--- src/design/tlkc_pkg.sv ---
// ============================================================================
// tlkc_pkg: shared types and constants of the keyed timestamp cache
// Sizes, operation and status codes, and the structs passed between modules.
// ============================================================================
package tlkc_pkg;

    localparam int MAX_ENTRIES = 16;
    localparam int IDX_W       = (MAX_ENTRIES > 1) ? $clog2(MAX_ENTRIES) : 1;
    localparam int CNT_W       = 5;
    localparam int KEY_W       = 64;
    localparam int STAMP_W     = 32;
    localparam int HANDLE_W    = 16;

    localparam logic [CNT_W-1:0] CAP_RESET = CNT_W'(10);
    localparam logic [CNT_W-1:0] CAP_MAX   = CNT_W'(MAX_ENTRIES);
    localparam logic [IDX_W-1:0] IDX_LAST  = IDX_W'(MAX_ENTRIES - 1);

    typedef enum logic [1:0] {
        MODE_LOOKUP = 2'd0,
        MODE_INSERT = 2'd1,
        MODE_INVAL  = 2'd2,
        MODE_NOP    = 2'd3
    } t_mode;

    typedef enum logic [2:0] {
        STAT_HIT         = 3'd0,
        STAT_MISS        = 3'd1,
        STAT_INSERTED    = 3'd2,
        STAT_EVICTED     = 3'd3,
        STAT_PRESENT     = 3'd4,
        STAT_REFUSED     = 3'd5,
        STAT_INVALIDATED = 3'd6
    } t_status;

    typedef struct packed {
        t_mode                mode;
        logic [KEY_W-1:0]     key;
        logic [STAMP_W-1:0]   stamp;
        logic [HANDLE_W-1:0]  handle;
    } t_request;

    typedef struct packed {
        t_status              status;
        logic [HANDLE_W-1:0]  found_handle;
        logic                 evicted_valid;
        logic [HANDLE_W-1:0]  evicted_handle;
        logic [CNT_W-1:0]     removed_count;
        logic [CNT_W-1:0]     occupancy;
    } t_result;

    typedef struct packed {
        logic                 valid;
        logic [KEY_W-1:0]     key;
        logic [STAMP_W-1:0]   stamp;
        logic [HANDLE_W-1:0]  handle;
    } t_slot;

    // fill: write all fields and set valid; touch: stamp only; kill: clear valid
    typedef struct packed {
        logic                 fill;
        logic                 touch;
        logic                 kill;
        logic [IDX_W-1:0]     idx;
        logic [KEY_W-1:0]     key;
        logic [STAMP_W-1:0]   stamp;
        logic [HANDLE_W-1:0]  handle;
    } t_wr_req;

endpackage

--- src/design/timestamp_lru_keyed_cache_core.sv ---
// ============================================================================
// timestamp_lru_keyed_cache_core: fully associative keyed cache, stamp LRU
// Lookup with restamp, insert with least-recently-stamped replacement, and
// invalidation of entries stamped before a threshold.
// ============================================================================
//
// Channel   Direction  Handshake                Carries
// s_*       in         i_s_tvalid/o_s_tready    one request: mode, key, stamp, handle
// m_*       out        o_m_tvalid/i_m_tready    one result per request
// cfg_*     in         i_cfg_valid/o_cfg_ready  capacity register write
//
// A result reaches the output register after the scan and the decide state: the
// scan walks every slot in turn through the shared key and stamp comparators,
// then a decide and write-back state follows. Input ready is low while a
// request is in work and returns the cycle after its result is handed on, so a
// new request is not taken before the last one is through; the scan length is
// set by the slot count, not by the occupancy. A stalled result holds the engine
// in its decide state until the output register frees. Reset is synchronous and
// active low; it clears all slot valid bits and sets capacity to ten.
//
module timestamp_lru_keyed_cache_core
    import tlkc_pkg::*;
(
    input  logic         i_clk,
    input  logic         i_rst_n,
    // request channel
    input  logic         i_s_tvalid,
    output logic         o_s_tready,
    input  logic [111:0] i_s_tdata,  // key[63:0], stamp[95:64], handle[111:96]
    input  logic [1:0]   i_s_tuser,  // mode[1:0]
    // result channel
    output logic         o_m_tvalid,
    input  logic         i_m_tready,
    output logic [47:0]  o_m_tdata,  // found_handle[15:0], evicted_valid[16],
                                     // evicted_handle[32:17], removed_count[37:33],
                                     // occupancy[42:38], zero fill[47:43]
    output logic [2:0]   o_m_tuser,  // status[2:0]
    // capacity register write
    input  logic         i_cfg_valid,
    output logic         o_cfg_ready,
    input  logic [4:0]   i_cfg_data
);

    logic [CNT_W-1:0] r_capacity;
    logic             r_out_valid;
    t_result          r_out;

    t_request         req;
    t_result          res;
    t_slot            slot;
    t_wr_req          wr;
    logic [IDX_W-1:0] rd_idx;
    logic             busy;
    logic             done;
    logic             start;
    logic             res_ready;

    // The register is always writable; a zero write is dropped and values
    // above the slot count saturate.
    assign o_cfg_ready = 1'b1;

    always_ff @(posedge i_clk) begin
        if (!i_rst_n) begin
            r_capacity <= CAP_RESET;
        end else if (i_cfg_valid && (i_cfg_data != '0)) begin
            r_capacity <= (i_cfg_data > CAP_MAX) ? CAP_MAX : i_cfg_data;
        end
    end

    // Unpack the request.
    assign req.mode   = t_mode'(i_s_tuser);
    assign req.key    = i_s_tdata[63:0];
    assign req.stamp  = i_s_tdata[95:64];
    assign req.handle = i_s_tdata[111:96];

    assign o_s_tready = !busy;
    assign start      = i_s_tvalid && !busy;

    // The output register frees when empty or when its result is taken.
    assign res_ready = !r_out_valid || i_m_tready;

    tlkc_engine u_engine (
        .i_clk       (i_clk),
        .i_rst_n     (i_rst_n),
        .i_start     (start),
        .i_req       (req),
        .i_capacity  (r_capacity),
        .i_res_ready (res_ready),
        .o_busy      (busy),
        .o_done      (done),
        .o_res       (res),
        .o_rd_idx    (rd_idx),
        .i_slot      (slot),
        .o_wr        (wr)
    );

    tlkc_store u_store (
        .i_clk     (i_clk),
        .i_rst_n   (i_rst_n),
        .i_rd_idx  (rd_idx),
        .o_rd_slot (slot),
        .i_wr      (wr)
    );

    always_ff @(posedge i_clk) begin
        if (!i_rst_n) begin
            r_out_valid <= 1'b0;
        end else if (done) begin
            r_out_valid <= 1'b1;
        end else if (i_m_tready) begin
            r_out_valid <= 1'b0;
        end
    end

    always_ff @(posedge i_clk) begin
        if (done) begin
            r_out <= res;
        end
    end

    assign o_m_tvalid = r_out_valid;
    assign o_m_tuser  = r_out.status;
    assign o_m_tdata  = {5'd0, r_out.occupancy, r_out.removed_count,
                         r_out.evicted_handle, r_out.evicted_valid, r_out.found_handle};

endmodule

--- src/design/tlkc_store.sv ---
// ============================================================================
// tlkc_store: slot storage of the keyed timestamp cache
// Key, stamp and handle per slot, plus valid bits; one registered read port
// and one write port.
// ============================================================================
module tlkc_store
    import tlkc_pkg::*;
(
    input  logic             i_clk,
    input  logic             i_rst_n,
    input  logic [IDX_W-1:0] i_rd_idx,
    output t_slot            o_rd_slot,
    input  t_wr_req          i_wr
);

    logic [MAX_ENTRIES-1:0] r_valid;
    logic [KEY_W-1:0]       r_key    [MAX_ENTRIES];
    logic [STAMP_W-1:0]     r_stamp  [MAX_ENTRIES];
    logic [HANDLE_W-1:0]    r_handle [MAX_ENTRIES];
    t_slot                  r_rd_slot;

    always_ff @(posedge i_clk) begin
        if (!i_rst_n) begin
            r_valid <= '0;
        end else if (i_wr.fill) begin
            r_valid[i_wr.idx] <= 1'b1;
        end else if (i_wr.kill) begin
            r_valid[i_wr.idx] <= 1'b0;
        end
    end

    always_ff @(posedge i_clk) begin
        if (i_wr.fill) begin
            r_key[i_wr.idx]    <= i_wr.key;
            r_handle[i_wr.idx] <= i_wr.handle;
        end
        if (i_wr.fill || i_wr.touch) begin
            r_stamp[i_wr.idx] <= i_wr.stamp;
        end
    end

    // The read data shows up the cycle after its address.
    always_ff @(posedge i_clk) begin
        r_rd_slot.valid  <= r_valid[i_rd_idx];
        r_rd_slot.key    <= r_key[i_rd_idx];
        r_rd_slot.stamp  <= r_stamp[i_rd_idx];
        r_rd_slot.handle <= r_handle[i_rd_idx];
    end

    assign o_rd_slot = r_rd_slot;

endmodule

--- src/design/tlkc_engine.sv ---
// ============================================================================
// tlkc_engine: scan sequencer of the keyed timestamp cache
// Walks all slots with one key comparator and one shared stamp comparator.
// ============================================================================
module tlkc_engine
    import tlkc_pkg::*;
(
    input  logic             i_clk,
    input  logic             i_rst_n,
    input  logic             i_start,
    input  t_request         i_req,
    input  logic [CNT_W-1:0] i_capacity,
    input  logic             i_res_ready,
    output logic             o_busy,
    output logic             o_done,
    output t_result          o_res,
    output logic [IDX_W-1:0] o_rd_idx,
    input  t_slot            i_slot,
    output t_wr_req          o_wr
);

    typedef enum logic [2:0] {
        S_IDLE   = 3'b001,
        S_SCAN   = 3'b010,
        S_DECIDE = 3'b100
    } t_state;

    t_state                r_state, n_state;
    logic [IDX_W-1:0]      r_idx, n_idx;
    t_request              r_req, n_req;
    logic                  r_found, n_found;
    logic [IDX_W-1:0]      r_found_idx, n_found_idx;
    logic [HANDLE_W-1:0]   r_found_handle, n_found_handle;
    logic                  r_free_ok, n_free_ok;
    logic [IDX_W-1:0]      r_free_idx, n_free_idx;
    logic                  r_old_ok, n_old_ok;
    logic [IDX_W-1:0]      r_old_idx, n_old_idx;
    logic [STAMP_W-1:0]    r_min, n_min;
    logic [HANDLE_W-1:0]   r_old_handle, n_old_handle;
    logic [CNT_W-1:0]      r_count, n_count;
    logic [CNT_W-1:0]      r_removed, n_removed;

    logic                  key_eq;
    logic [STAMP_W-1:0]    cmp_a, cmp_b;
    logic                  cmp_lt;

    // The one stamp comparator: slot stamp against running minimum or the
    // request stamp while scanning, then minimum against request stamp.
    always_comb begin
        if (r_state == S_DECIDE) begin
            cmp_a = r_min;
            cmp_b = r_req.stamp;
        end else begin
            cmp_a = i_slot.stamp;
            cmp_b = (r_req.mode == MODE_INSERT) ? r_min : r_req.stamp;
        end
    end
    assign cmp_lt = cmp_a < cmp_b;
    assign key_eq = i_slot.valid && (i_slot.key == r_req.key);

    always_comb begin
        n_state        = r_state;
        n_idx          = r_idx;
        n_req          = r_req;
        n_found        = r_found;
        n_found_idx    = r_found_idx;
        n_found_handle = r_found_handle;
        n_free_ok      = r_free_ok;
        n_free_idx     = r_free_idx;
        n_old_ok       = r_old_ok;
        n_old_idx      = r_old_idx;
        n_min          = r_min;
        n_old_handle   = r_old_handle;
        n_count        = r_count;
        n_removed      = r_removed;
        o_done         = 1'b0;
        o_res          = '0;
        o_res.status   = STAT_MISS;
        o_res.occupancy = r_count;
        o_wr           = '0;
        o_wr.key       = r_req.key;
        o_wr.stamp     = r_req.stamp;
        o_wr.handle    = r_req.handle;
        o_wr.idx       = r_idx;

        case (r_state)
            S_IDLE: begin
                if (i_start) begin
                    n_req     = i_req;
                    n_idx     = '0;
                    n_found   = 1'b0;
                    n_free_ok = 1'b0;
                    n_old_ok  = 1'b0;
                    n_count   = '0;
                    n_removed = '0;
                    n_state   = S_SCAN;
                end
            end
            S_SCAN: begin
                if (i_slot.valid) begin
                    n_count = r_count + CNT_W'(1);
                end
                if (key_eq && !r_found) begin
                    n_found        = 1'b1;
                    n_found_idx    = r_idx;
                    n_found_handle = i_slot.handle;
                end
                if (!i_slot.valid && !r_free_ok) begin
                    n_free_ok  = 1'b1;
                    n_free_idx = r_idx;
                end
                if (r_req.mode == MODE_INSERT && i_slot.valid && (!r_old_ok || cmp_lt)) begin
                    n_old_ok     = 1'b1;
                    n_old_idx    = r_idx;
                    n_min        = i_slot.stamp;
                    n_old_handle = i_slot.handle;
                end
                if (r_req.mode == MODE_INVAL && i_slot.valid && cmp_lt) begin
                    o_wr.kill = 1'b1;
                    n_removed = r_removed + CNT_W'(1);
                end
                if (r_idx == IDX_LAST) begin
                    n_state = S_DECIDE;
                end else begin
                    n_idx = r_idx + IDX_W'(1);
                end
            end
            S_DECIDE: begin
                if (i_res_ready) begin
                    o_done  = 1'b1;
                    n_state = S_IDLE;
                    case (r_req.mode)
                        MODE_LOOKUP: begin
                            if (r_found) begin
                                o_res.status       = STAT_HIT;
                                o_res.found_handle = r_found_handle;
                                o_wr.touch         = 1'b1;
                                o_wr.idx           = r_found_idx;
                            end
                        end
                        MODE_INSERT: begin
                            if (r_found) begin
                                o_res.status = STAT_PRESENT;
                            end else if (r_count < i_capacity) begin
                                if (r_free_ok) begin
                                    o_res.status    = STAT_INSERTED;
                                    o_res.occupancy = r_count + CNT_W'(1);
                                    o_wr.fill       = 1'b1;
                                    o_wr.idx        = r_free_idx;
                                end else begin
                                    o_res.status = STAT_REFUSED;
                                end
                            end else if (r_old_ok && cmp_lt) begin
                                o_res.status         = STAT_EVICTED;
                                o_res.evicted_valid  = 1'b1;
                                o_res.evicted_handle = r_old_handle;
                                o_wr.fill            = 1'b1;
                                o_wr.idx             = r_old_idx;
                            end else begin
                                o_res.status = STAT_REFUSED;
                            end
                        end
                        MODE_INVAL: begin
                            o_res.status        = STAT_INVALIDATED;
                            o_res.removed_count = r_removed;
                            o_res.occupancy     = r_count - r_removed;
                        end
                        default: begin
                            o_res.status = STAT_MISS;
                        end
                    endcase
                end
            end
            default: begin
                n_state = S_IDLE;
            end
        endcase
    end

    always_ff @(posedge i_clk) begin
        if (!i_rst_n) begin
            r_state <= S_IDLE;
        end else begin
            r_state <= n_state;
        end
    end

    always_ff @(posedge i_clk) begin
        r_idx          <= n_idx;
        r_req          <= n_req;
        r_found        <= n_found;
        r_found_idx    <= n_found_idx;
        r_found_handle <= n_found_handle;
        r_free_ok      <= n_free_ok;
        r_free_idx     <= n_free_idx;
        r_old_ok       <= n_old_ok;
        r_old_idx      <= n_old_idx;
        r_min          <= n_min;
        r_old_handle   <= n_old_handle;
        r_count        <= n_count;
        r_removed      <= n_removed;
    end

    assign o_busy   = (r_state != S_IDLE);
    // The store read is registered, so the address runs one slot ahead.
    assign o_rd_idx = n_idx;

endmodule
--- config.mk ---
export PLATFORM = sky130hd
export DESIGN_NAME = timestamp_lru_keyed_cache_core
export DESIGN_NICKNAME = d
export VERILOG_FILES = /design/src/design/tlkc_pkg.sv /design/src/design/timestamp_lru_keyed_cache_core.sv /design/src/design/tlkc_store.sv /design/src/design/tlkc_engine.sv
export SDC_FILE = /design/constraint.sdc
export NUM_CORES = 2
export LEC_CHECK = 0
export ABC_AREA = 1
export BUFFER_PORTS_ARGS = -buffer_cell sky130_fd_sc_hd__buf_4
export CORE_MARGIN = 5
export CORE_UTILIZATION = 45
export DETAILED_ROUTE_END_ITERATION = 8
export MAX_ROUTING_LAYER = met4
export PLACE_DENSITY_LB_ADDON = 0.2
export SETUP_SLACK_MARGIN = 0.15
export SLEW_MARGIN = 30
export SYNTH_ARGS = -nofsm -noshare
export SYNTH_HDL_FRONTEND = slang
export SYNTH_HIERARCHICAL = 1
export SYNTH_SLANG_ARGS = --single-unit
--- constraint.sdc ---
create_clock -name i_clk -period 7.26 [get_ports i_clk]
set_input_delay 0.363 -clock i_clk [delete_from_list [all_inputs] [get_ports i_clk]]
set_output_delay 0.363 -clock i_clk [all_outputs]
set_load 0.1 [all_outputs]
==> impl_results.md <==
* Outcome: complete, no violations
* EDFF count, synth at between 2000 and 2500
* Die Width at 463 microns
* CP endpoint kind: flop
* Max-cap viol count at 0
* Post-cts sizing count at 0
* Synth Warn # at 6
* Global-route met3 utilization at roughly 3.3%
* Synth unique cells at roughly 50
* Final clock skew at 30.0 ps
* Final setup viols at 0
* Routed WL at around 250 mm
* Top-area cell type share of the netlist area at roughly 66%
* Post-synthesis sequential area ratio at between 60 and 70%
* Fin nets at roughly 9000
* CTS H-Tree Depth at 4
* Fraction of layout cells with a size suffix above 1 at under 10%
* Post-Synthesis Cells at about 8600
* First-pass GRT wire length at 368 mm
* Pins over their slew limit at 0
* Post-CTS setup buffers at 0
* Required @ worst endpoint at between 7000 and 8000 ps
* Num Clock Sinks at ~2200
* Die Span Y at about 460 microns
* Post-synth top cells: 2601 x nand2_1, 2041 x edfxtp_1, 1525 x inv_1
* Worst EP arrival at approximately 6600 ps
* CP max stage delay at ~730 ps
* CTS tree: built
* Vias in the first global route at between 50000 and 60000
* Initial antenna violation count at 4
* Synthesized area at between 0.09 and 0.1 sq mm
* Antenna Cells at 0
* Detailed placement HPWL at roughly 130 mm
* Vias per inst at ~5.2
* # DRC at 0
* Post-CTS Hold Buffers at about 130
* Type of the worst min-delay path: input port to flop
* Worst-path maximum fanout at 80
* Initial Util at ~45%
* Num ports at ~180
* Tightest Pin Transition at approximately 1100 ps
* Drt wl/cell at ~21 microns
* Synth Register Bits at about 2200
* Worst-path cell chain: inv_1 -> ha_1 -> buf_4 -> nand2_2 -> mux2i_1 -> ha_1 -> a21oi_1 -> o21a_1 -> o221ai_1 -> a21oi_1 -> nand3_4 -> nand2_1 -> nand3_1 -> nand2_1 -> nand2_1 -> nand2_1 -> nand2_1 -> nand2_1 -> inv_1 -> nor2_1 -> nand3_1 -> inv_8
* Synthesized area per cell at around 11 sq um
* Leak Pwr at 43.5 nW
* # rows at between 150 and 200
* DRT iter0 DRCs at approximately 6300
* RSZ-0062 raised after global routing: false
* Crit path top cell by count: nand2_1
* Worst-path clk slew at about 60 ps
* Synth area leader: edfxtp_1
* Crit path kind: flop to flop
* Post-synth ARST share at 0%
* GRT met2 Usage at between 30 and 40%
* Dominant synthesized flop cell: edfxtp_1
* Power per Cell Area at ~330 mW/mm^2
* Most instantiated library cell after synthesis: nand2_1
* Ranking of synthesized cells by area: edfxtp_1 66%, nand2_1 11%, nand3_1 7.5%
* Worst slew margin at between 20% and 30%
* Met1 Use GR at 31.9%
* Total power at about 34 mW
* Min Tclk post-route at 6120 ps
* Routability Congestion at between 0.8 and 0.9
* Die footprint at 0.214 sq mm
* Clock root buffer master: clkbuf_16
* IO Port Bufs at 171
* Fin crit share at around 84%
* Busiest grt layer: met2
* Num CTS Buffers at between 200 and 250
* Crit path max-delay cell type: inv_8
* Via count at about 60000
* Longest Clk Path Bufs at 3
* Maximum vdd drop at 0.354 mV
* DRT antenna net count at 0
* Largest net degree at the start of global routing at about 190
* Core area at just over 0.2 sq mm
* Layout area overhead at 12.9%
* First-pass DRT Iterations at 6
* Setup TNS at 0 ps
* Crit start category: flop
* Hold Vio Cnt, Final at 0
* Total gr overflow at 0
* Max Fclk at approximately 160 MHz
* GRT Total Usage at roughly 23%
* Clk_lat worst skew at 860 ps
[logic make-up after synthesis]
kind of cell	synth area share (%)
AOI/OAI and AO/OA	0.986
xor gates and xnor gates	0.256
adders and majority gates	0.645
buffers and inverters	9.43
DFF	69.4
muxes	0.314
other	0.00813
and+or+nand+nor	18.9
[path summary, 6_finish.rpt]
kind / from / endpoint / slack, ps / cells past startpoint
worst max-delay path: u_engine/r_req[113]$_DFFE_PP_ / u_store/r_key[1][10]$_DFFE_PP_ / 1140 / 22
worst max register to register: u_engine/r_req[113]$_DFFE_PP_ / u_store/r_key[1][10]$_DFFE_PP_ / 1140 / 22
worst min register to register: u_store/o_rd_slot[39]$_DFF_P_ / u_engine/r_min[23]$_DFFE_PP_ / 430 / 0
worst min-delay path: i_s_tvalid / u_engine/r_state[0]$_SDFFE_PN1P_ / 110 / 6
[flip-flops by register name, indices dropped and copies added (netlist names), 16 cells and up, named ones only]
name / count
u_engine/r_old_handle: 16
u_store/o_rd_slot: 113
u_store/r_stamp: 512
o_m_tdata: 43
u_store/r_key: 1024
u_engine/r_min: 32
u_engine/o_wr: 112
u_store/r_handle: 256
u_engine/r_found_handle: 16
[critical path, delay by kind of cell (launching register included)]
| kind | cells | cell delay (ps) |
|---|---|---|
| and+or+nand+nor | 11 | 2120 |
| DFF | 1 | 420 |
| muxes | 1 | 360 |
| adders and majority gates | 2 | 440 |
| buffers and inverters | 4 | 1110 |
| AOI/OAI and AO/OA | 4 | 1120 |
[stage by stage]
stage	utilization (%)	setup slack, ps	cells	hold slack (ps)	instance area (sq um)
floorplan	-	962	8648	399	92400
global route	51.0	610	11700	128	104000
detailed placement	46.8	1170	11100	413	95600
CTS	50.9	1160	11700	39.5	104000
finish	51.0	1140	11700	110	104000
global placement	46.7	1170	11100	409	95400
[cells in the final DEF (no fill, tap or decap), types with 7 or more instances in the layout]
| master | Yosys | routed |
|---|---|---|
| nand2_1 | 2601 | 2599 |
| edfxtp_1 | 2041 | 2041 |
| inv_1 | 1525 | 1508 |
| nand3_1 | 1393 | 1393 |
| buf_4 | 175 | 265 |
| clkbuf_16 | 0 | 225 |
| dfxtp_1 | 142 | 142 |
| dlygate4sd3_1 | 0 | 131 |
| nor2_1 | 101 | 82 |
| clkbuf_1 | 93 | 74 |
| a21oi_1 | 69 | 69 |
| ha_1 | 46 | 46 |
| clkbuf_8 | 0 | 41 |
| o21ai_0 | 41 | 38 |
| mux2i_1 | 29 | 29 |
| clkinv_1 | 2 | 26 |
| clkinv_2 | 0 | 25 |
| xor2_1 | 22 | 22 |
| nor2_4 | 1 | 20 |
| inv_8 | 0 | 18 |
| nand4_1 | 17 | 17 |
| buf_12 | 0 | 15 |
| o22ai_1 | 14 | 13 |
| buf_16 | 0 | 13 |
| nor3_1 | 13 | 12 |
| inv_6 | 0 | 9 |
| nor2_2 | 7 | 7 |
| bufinv_16 | 0 | 7 |
| nor4_1 | 7 | 7 |
[where the power goes]
part / internal (mW) / total, mW / switching (mW)
combinational: 2.01 / 7.13 / 5.12
clock: 6.38 / 11.2 / 4.79
sequential: 15.0 / 15.7 / 0.743
[metal layers]
metal | wire length [microns] | vias to the layer above
li1 | - | 28300
met1 | 107000 | 29500
met2 | 115000 | 2244
met3 | 17100 | 356
met4 | 6150 | 0
met5 | 0 | -
[cell type report]
type | instances | area [sq um]
Clock inverter | 79 | 686
Sequential cell | 2183 | 64100
Clock buffer | 340 | 6470
Fill cell | 18000 | 100000
Timing Repair Buffer | 425 | 3970
Tap cell | 2688 | 3360
Inverter | 1531 | 5890
Multi-Input combinational cell | 4418 | 19700
Note: power is estimated with default switching activity, not from simulation.
